### src/design/kfd_pkg.sv
// Shared constants and types for the H.264 keyframe detector.
// No dependencies; compiled first.
`timescale 1ns / 1ps
`default_nettype none

package kfd_pkg;

  localparam int LengthBitsDefault = 32;
  localparam int AccumBits = 32;
  localparam int PrefixBytes = 4;

  localparam logic [7:0] NalTypeMask = 8'h1F;
  localparam logic [7:0] NalTypeIdr = 8'h05;
  localparam logic [23:0] StartCode = 24'h000001;
  localparam logic [23:0] RecentReset = 24'hFFFFFF;

  typedef struct packed {
    logic is_keyframe;
    logic length_prefixed;
  } kfd_result_t;

endpackage

`default_nettype wire

### src/design/kfd_if.sv
// Valid/ready channel interfaces: packet bytes in, per-packet results out.
// Depends on nothing.
`timescale 1ns / 1ps
`default_nettype none

interface kfd_byte_if;
  logic       valid;
  logic       ready;
  logic [7:0] data_byte;
  logic       last_byte;

  modport source (output valid, output data_byte, output last_byte, input ready);
  modport sink (input valid, input data_byte, input last_byte, output ready);
endinterface

interface kfd_result_if;
  logic valid;
  logic ready;
  logic is_keyframe;
  logic length_prefixed;

  modport source (output valid, output is_keyframe, output length_prefixed, input ready);
  modport sink (input valid, input is_keyframe, input length_prefixed, output ready);
endinterface

`default_nettype wire

### src/design/kfd_parser.sv
// Per-packet parse state: format detection, Annex B and AVCC header search.
// Depends on kfd_pkg.
`timescale 1ns / 1ps
`default_nettype none

module kfd_parser
  import kfd_pkg::*;
#(
  parameter int LENGTH_BITS = LengthBitsDefault
) (
  input  wire logic        clk,
  input  wire logic        rst,
  input  wire logic        beat,
  input  wire logic [7:0]  data_byte,
  input  wire logic        last_byte,
  output logic             res_valid,
  output kfd_result_t      res
);

  logic [2:0]             byte_position, byte_position_next;
  logic [23:0]            recent_bytes, recent_bytes_next;
  logic                   annexb_mode, annexb_mode_next;
  logic                   idr_found, idr_found_next;
  logic [2:0]             prefix_bytes_read, prefix_bytes_read_next;
  logic [AccumBits-1:0]   nal_length_accum, nal_length_accum_next;
  logic [LENGTH_BITS-1:0] skip_remaining, skip_remaining_next;

  logic                   is_idr;
  logic                   avcc_hit;
  logic [LENGTH_BITS-1:0] nal_len;

  assign is_idr = (data_byte & NalTypeMask) == NalTypeIdr;
  assign nal_len = ((nal_length_accum >> LENGTH_BITS) != '0)
                   ? '1 : nal_length_accum[LENGTH_BITS-1:0];

  always_comb begin
    annexb_mode_next = annexb_mode;
    if (byte_position == 3'd2 && recent_bytes[15:0] == 16'h0000 && data_byte == 8'h01) begin
      annexb_mode_next = 1'b1;
    end
    if (byte_position == 3'd3 && recent_bytes == 24'h000000 && data_byte == 8'h01) begin
      annexb_mode_next = 1'b1;
    end

    avcc_hit = 1'b0;
    skip_remaining_next = skip_remaining;
    prefix_bytes_read_next = prefix_bytes_read;
    nal_length_accum_next = nal_length_accum;
    if (skip_remaining != '0) begin
      skip_remaining_next = skip_remaining - 1'b1;
    end else if (prefix_bytes_read == 3'(PrefixBytes)) begin
      avcc_hit = is_idr;
      if (nal_len != '0) begin
        skip_remaining_next = nal_len - 1'b1;
        prefix_bytes_read_next = '0;
        nal_length_accum_next = '0;
      end else begin
        // zero length: this byte opens the next length field
        prefix_bytes_read_next = 3'd1;
        nal_length_accum_next = AccumBits'(data_byte);
      end
    end else begin
      prefix_bytes_read_next = prefix_bytes_read + 3'd1;
      nal_length_accum_next = {nal_length_accum[AccumBits-9:0], data_byte};
    end

    idr_found_next = idr_found
                   | (annexb_mode && recent_bytes == StartCode && is_idr)
                   | (!annexb_mode_next && avcc_hit);

    recent_bytes_next = {recent_bytes[15:0], data_byte};
    byte_position_next = (byte_position < 3'(PrefixBytes)) ? byte_position + 3'd1
                                                            : byte_position;
  end

  always_ff @(posedge clk) begin
    if (rst) begin
      byte_position <= '0;
      recent_bytes <= RecentReset;
      annexb_mode <= 1'b0;
      idr_found <= 1'b0;
      prefix_bytes_read <= '0;
      nal_length_accum <= '0;
      skip_remaining <= '0;
    end else if (beat) begin
      if (last_byte) begin
        byte_position <= '0;
        recent_bytes <= RecentReset;
        annexb_mode <= 1'b0;
        idr_found <= 1'b0;
        prefix_bytes_read <= '0;
        nal_length_accum <= '0;
        skip_remaining <= '0;
      end else begin
        byte_position <= byte_position_next;
        recent_bytes <= recent_bytes_next;
        annexb_mode <= annexb_mode_next;
        idr_found <= idr_found_next;
        prefix_bytes_read <= prefix_bytes_read_next;
        nal_length_accum <= nal_length_accum_next;
        skip_remaining <= skip_remaining_next;
      end
    end
  end

  assign res_valid = beat && last_byte;
  assign res.is_keyframe = idr_found_next;
  assign res.length_prefixed = !annexb_mode_next;

endmodule

`default_nettype wire

### src/design/kfd_out_reg.sv
// Result register: holds one per-packet result until the receiver takes it.
// Depends on kfd_pkg and kfd_result_if.
`timescale 1ns / 1ps
`default_nettype none

module kfd_out_reg
  import kfd_pkg::*;
(
  input  wire logic         clk,
  input  wire logic         rst,
  input  wire logic         load,
  input  wire kfd_result_t  res,
  output logic              can_load,
  kfd_result_if.source      result
);

  logic        full;
  kfd_result_t held;

  assign can_load = !full || result.ready;

  always_ff @(posedge clk) begin
    if (rst) begin
      full <= 1'b0;
    end else if (load) begin
      full <= 1'b1;
    end else if (result.ready) begin
      full <= 1'b0;
    end
  end

  always_ff @(posedge clk) begin
    if (load) begin
      held <= res;
    end
  end

  assign result.valid = full;
  assign result.is_keyframe = held.is_keyframe;
  assign result.length_prefixed = held.length_prefixed;

endmodule

`default_nettype wire

### src/design/h264_keyframe_detector.sv
// H.264 keyframe detector top level: byte-stream parser and result register.
// Depends on kfd_pkg, kfd_if, kfd_parser and kfd_out_reg.
//
// Usage:
//   pkt carries one packet byte per beat, last_byte set on the final byte.
//   result carries one beat per packet: is_keyframe is set if any NAL
//   header of type 5 was seen, length_prefixed is set for AVCC framing and
//   clear for Annex B (start code 00 00 01 or 00 00 00 01 at the head).
//   Throughput is one byte per cycle while pkt.ready is high; every byte
//   is parsed in the cycle it is accepted. The result appears on result
//   in the cycle after the last byte is accepted. Packets of fewer than
//   four bytes never report a keyframe.
//   While a result waits for the receiver, bytes of the next packet keep
//   flowing; only the last byte of the following packet is held off, by
//   pkt.ready going low, until the waiting result is taken.
//   Reset clears the parse state and drops any waiting result.
`timescale 1ns / 1ps
`default_nettype none

module h264_keyframe_detector
  import kfd_pkg::*;
#(
  parameter int LENGTH_BITS = LengthBitsDefault
) (
  input  wire logic    clk,
  input  wire logic    rst,
  kfd_byte_if.sink     pkt,
  kfd_result_if.source result
);

  logic        can_load;
  logic        beat;
  logic        res_valid;
  kfd_result_t res;

  assign pkt.ready = can_load || !pkt.last_byte;
  assign beat = pkt.valid && pkt.ready;

  kfd_parser #(
    .LENGTH_BITS(LENGTH_BITS)
  ) u_parser (
    .clk       (clk),
    .rst       (rst),
    .beat      (beat),
    .data_byte (pkt.data_byte),
    .last_byte (pkt.last_byte),
    .res_valid (res_valid),
    .res       (res)
  );

  kfd_out_reg u_out_reg (
    .clk      (clk),
    .rst      (rst),
    .load     (res_valid),
    .res      (res),
    .can_load (can_load),
    .result   (result)
  );

endmodule

`default_nettype wire
### src/flat_wrapper.sv
// flat-port wrapper written by rule: the top's interface ports become plain ports
module h264_keyframe_detector_flat import kfd_pkg::*;
#(
  parameter int LENGTH_BITS = LengthBitsDefault
)
  (clk, rst, pkt_valid, pkt_data_byte, pkt_last_byte, pkt_ready, result_valid, result_is_keyframe, result_length_prefixed, result_ready);
  kfd_byte_if pkt_i ();
  kfd_result_if result_i ();
  input  wire logic clk;
  input  wire logic rst;
  input wire logic [$bits(pkt_i.valid)-1:0] pkt_valid;
  input wire logic [$bits(pkt_i.data_byte)-1:0] pkt_data_byte;
  input wire logic [$bits(pkt_i.last_byte)-1:0] pkt_last_byte;
  output wire logic [$bits(pkt_i.ready)-1:0] pkt_ready;
  output wire logic [$bits(result_i.valid)-1:0] result_valid;
  output wire logic [$bits(result_i.is_keyframe)-1:0] result_is_keyframe;
  output wire logic [$bits(result_i.length_prefixed)-1:0] result_length_prefixed;
  input wire logic [$bits(result_i.ready)-1:0] result_ready;
  assign pkt_i.valid = pkt_valid;
  assign pkt_i.data_byte = pkt_data_byte;
  assign pkt_i.last_byte = pkt_last_byte;
  assign pkt_ready = pkt_i.ready;
  assign result_valid = result_i.valid;
  assign result_is_keyframe = result_i.is_keyframe;
  assign result_length_prefixed = result_i.length_prefixed;
  assign result_i.ready = result_ready;
  h264_keyframe_detector #(.LENGTH_BITS(LENGTH_BITS)) u_core (.clk(clk), .rst(rst), .pkt(pkt_i), .result(result_i));
endmodule
### config.mk
export PLATFORM = sky130hd
export DESIGN_NAME = h264_keyframe_detector_flat
export DESIGN_NICKNAME = d
export VERILOG_FILES = /design/src/design/kfd_pkg.sv /design/src/design/kfd_if.sv /design/src/design/kfd_parser.sv /design/src/design/kfd_out_reg.sv /design/src/design/h264_keyframe_detector.sv /design/src/flat_wrapper.sv
export SDC_FILE = /design/constraint.sdc
export NUM_CORES = 1
export LEC_CHECK = 0
export BUFFER_PORTS_ARGS = -buffer_cell sky130_fd_sc_hd__buf_2
export CORE_MARGIN = 4
export CORE_UTILIZATION = 55
export DETAILED_ROUTE_END_ITERATION = 6
export PLACE_DENSITY = 0.75
export SETUP_SLACK_MARGIN = 0.1
export SLEW_MARGIN = 20
export SYNTH_ARGS = -nofsm -noshare
export SYNTH_HDL_FRONTEND = slang
export SYNTH_SLANG_ARGS = --single-unit
### constraint.sdc
create_clock -name clk -period 4.29 [get_ports clk]
set_clock_uncertainty 0.1 [all_clocks]
set_input_delay 0.2145 -clock clk [delete_from_list [all_inputs] [get_ports clk]]
set_output_delay 0.2145 -clock clk [all_outputs]
set_load 0.02 [all_outputs]
==> results.md <==
* Status: finished clean
* Wire per inst at 17.00 um
* Layout Nets at 734
* Ant. Diodes at 0
* Die area at 0.01118 sq mm
* ANT nets after route at 0
* CP Cell Sequence: or4_1 > nand2b_1 > nor3_2 > buf_4 > a21oi_1 > ha_1 > nand2b_1 > or3_1 > or2_2 > or3_1 > nor4_4 > mux2i_1 > a211o_1
* Slowest cell on crit path: or3_1
* Max cap viols at 0
* H-tree levels at 3
* Die Ht at 105.7 um
* Setup violators final at 0
* Max layer used: met4
* DRC Markers at 0
* Worst reg-to-reg path cell count at 13
* Hold Crit Class: primary input to register
* Area growth syn-to-layout at 9.433%
* CP arrival at 4.00 ns
* Fin. Hold Viols at 0
* CTS tree: yes
* Max_slew headroom at 31.98%
* Max Freq at 0.2623 GHz
* Vias in the first global route at 4,956
* Post-synth EDFFs at 2
* Initial antenna violation count at 0
* Crit-path max cell delay at 0.50 ns
* Total Wirelength at 14.43 mm
* CP max FO at 8
* Total number of vias at 5,292
* Congestion Overflow GR at 0
* Dominant cell type by area after synthesis: dfxtp_1
* Mapped cell area at 0.005253 sq mm
* CTS Buffer Depth at 2
* Min Hold Slack at 0.01619 ns
* I/O pin total at 17
* First-pass GRT wire length at 24.12 mm
* Post-DP HPWL at 10.20 mm
* Layout Utilization at 61.91%
* Clk slew on worst S/H paths at 0.12 ns
* Setup_tns at 0 ns
* Critical Path Source: u_core.u_parser.skip_remaining[17]
* Fin. max-slew vios at 0
* Placed cell count at 826
* Layout cell share with drive strength beyond 1 at 8.472%
* Unrepaired setup endpoints after global routing: false
* # rows at 35
* Async S/R FF share, synth at 0%
* Iter 0 DRT Violations at 453
* Avg Synthesized Cell Area at 7.440 sq um
* GP Congestion at 0.9490
* Most common cell after layout, fill and taps aside: nand2_1
* Clock Latency Late Sink at 0.38 ns
* # port buffers at 16
* Reg2Reg Launch Point: u_core.u_parser.skip_remaining[17]
* Initial core utilization at 56.58%
* Final worst path period share at 88.88%
* Post-synthesis net count at 725
* Top cell type's share of synthesized area at 36.97%
* Clk Tree Root Cell: clkbuf_8
* Finished Layout Cells at 849
* Crit start category: register
* Most frequent cells in the layout: nand2_1, dfxtp_1, nor2_1, a21oi_1, nand3_1
* FF+latch count, synth at 99
* Library cells used by synthesis at 53
* Element type at the critical path end: register
* Die X at 105.7 um
* Largest cells by area after synthesis: dfxtp_1, nand2_1, a21oi_1
* Vias per inst at 6.233
* Gr usage total at 26.20%
* 1st-pass router iterations at 5
* Wire length on met1 at 6.411 mm
* Min Tclk post-route at 3.813 ns
* Clock buffer count from CTS at 9
* Worst Min Path Start: pkt_data_byte[2]
* Met2 WL post-DR at 6.645 mm
* Cell count after synthesis at 706
* Clk sinks at 99
* Sequential fraction of the synthesis area at 38.11%
* Yosys Warn Count at 0
* Worst Hold Depth at 3
* Required @ worst endpoint at 4.47 ns
* DR WL met3 at 1.025 mm
* Synth Flop Type: dfxtp_1
* Largest net degree at the start of global routing at 43
* WS Path Type: register to register
* Slew @ Worst Pin at 1.017 ns
* Core area at 0.009284 sq mm
==> critical path, delay by kind of cell (launching register included) <==
kind                     cells  cell delay, ns
flip-flops                   1            0.45
AO/OA/AOI/OAI                2            0.47
adder cells (fa/ha/maj)      1            0.23
buffers and inverters        1            0.18
multiplexers                 1            0.11
AND/OR/NAND/NOR              8            2.20
==> synth_stat cells, types with 13 or more instances <==
cell,number
clkbuf_1,30
mux2i_1,13
dfxtp_1,97
o21ai_0,28
nand2_1,142
nor3_1,23
nor4_1,30
nand3_1,45
nor2_1,62
a21oi_1,58
inv_1,17
and2_1,14
==> sequential cells by signal, summed over array words and instances (netlist names) <==
name	cells
u_core.u_parser.recent_bytes	24
u_core.u_parser.annexb_mode	1
u_core.u_parser.prefix_bytes_read	3
u_core.u_parser.nal_len	32
u_core.u_out_reg.result.is_keyframe	1
u_core.u_parser.skip_remaining	32
u_core.u_parser.idr_found	1
u_core.u_out_reg.result.valid	1
u_core.u_out_reg.result.length_prefixed	1
u_core.u_parser.byte_position	3
==> path summary, 6_finish.rpt <==
check                                                     endpoint  slack, ns
worst max register to register  u_core.u_parser.skip_remaining[28]       0.48
worst min register to register    u_core.u_parser.recent_bytes[18]       0.38
worst min-delay path               u_core.u_parser.recent_bytes[2]       0.02
worst max-delay path            u_core.u_parser.skip_remaining[28]       0.48
==> metrics by stage <==
stage / area (sq um) / setup slack (ns)
after floorplan: 5253 / 0.3027
after global placement: 5458 / 0.6792
after detailed placement: 5458 / 0.5308
after CTS: 5748 / 0.5184
after global routing: 5748 / 0.2341
final: 5748 / 0.4771
==> metal layers <==
metal / vias to the layer above / GRT usage [%]
met5: - / 0
met4: 0 / 11.01
met3: 31 / 3.858
met2: 231 / 41.44
met1: 2460 / 35.73
li1: 2570 / -
==> kinds of logic after synthesis <==
logic type      synth area share (%)
fa+ha+maj                      1.429
compound gates                 17.58
flops                          38.11
mux                            3.120
buf+inv                        4.264
simple gates                   34.33
xor+xnor                       1.167
==> cell type report <==
class	instances	area [sq um]
fillers	860	3536
repair buffers	38	262.8
flip-flops and latches	99	2002
clock inverters	7	96.34
multi-input cells	550	3038
inverters	17	63.81
well taps	129	161.4
clock buffers	9	123.9
==> repair_timing <==
action	CTS	global route
hold buffers	7	0
setup buffers	0	0
gates resized for setup	0	0
hold endpoints to repair	7	0
Power is left out: the tool's default activity adds up to more than one toggle a clock period on the data nets, which glitch-free logic cannot reach.
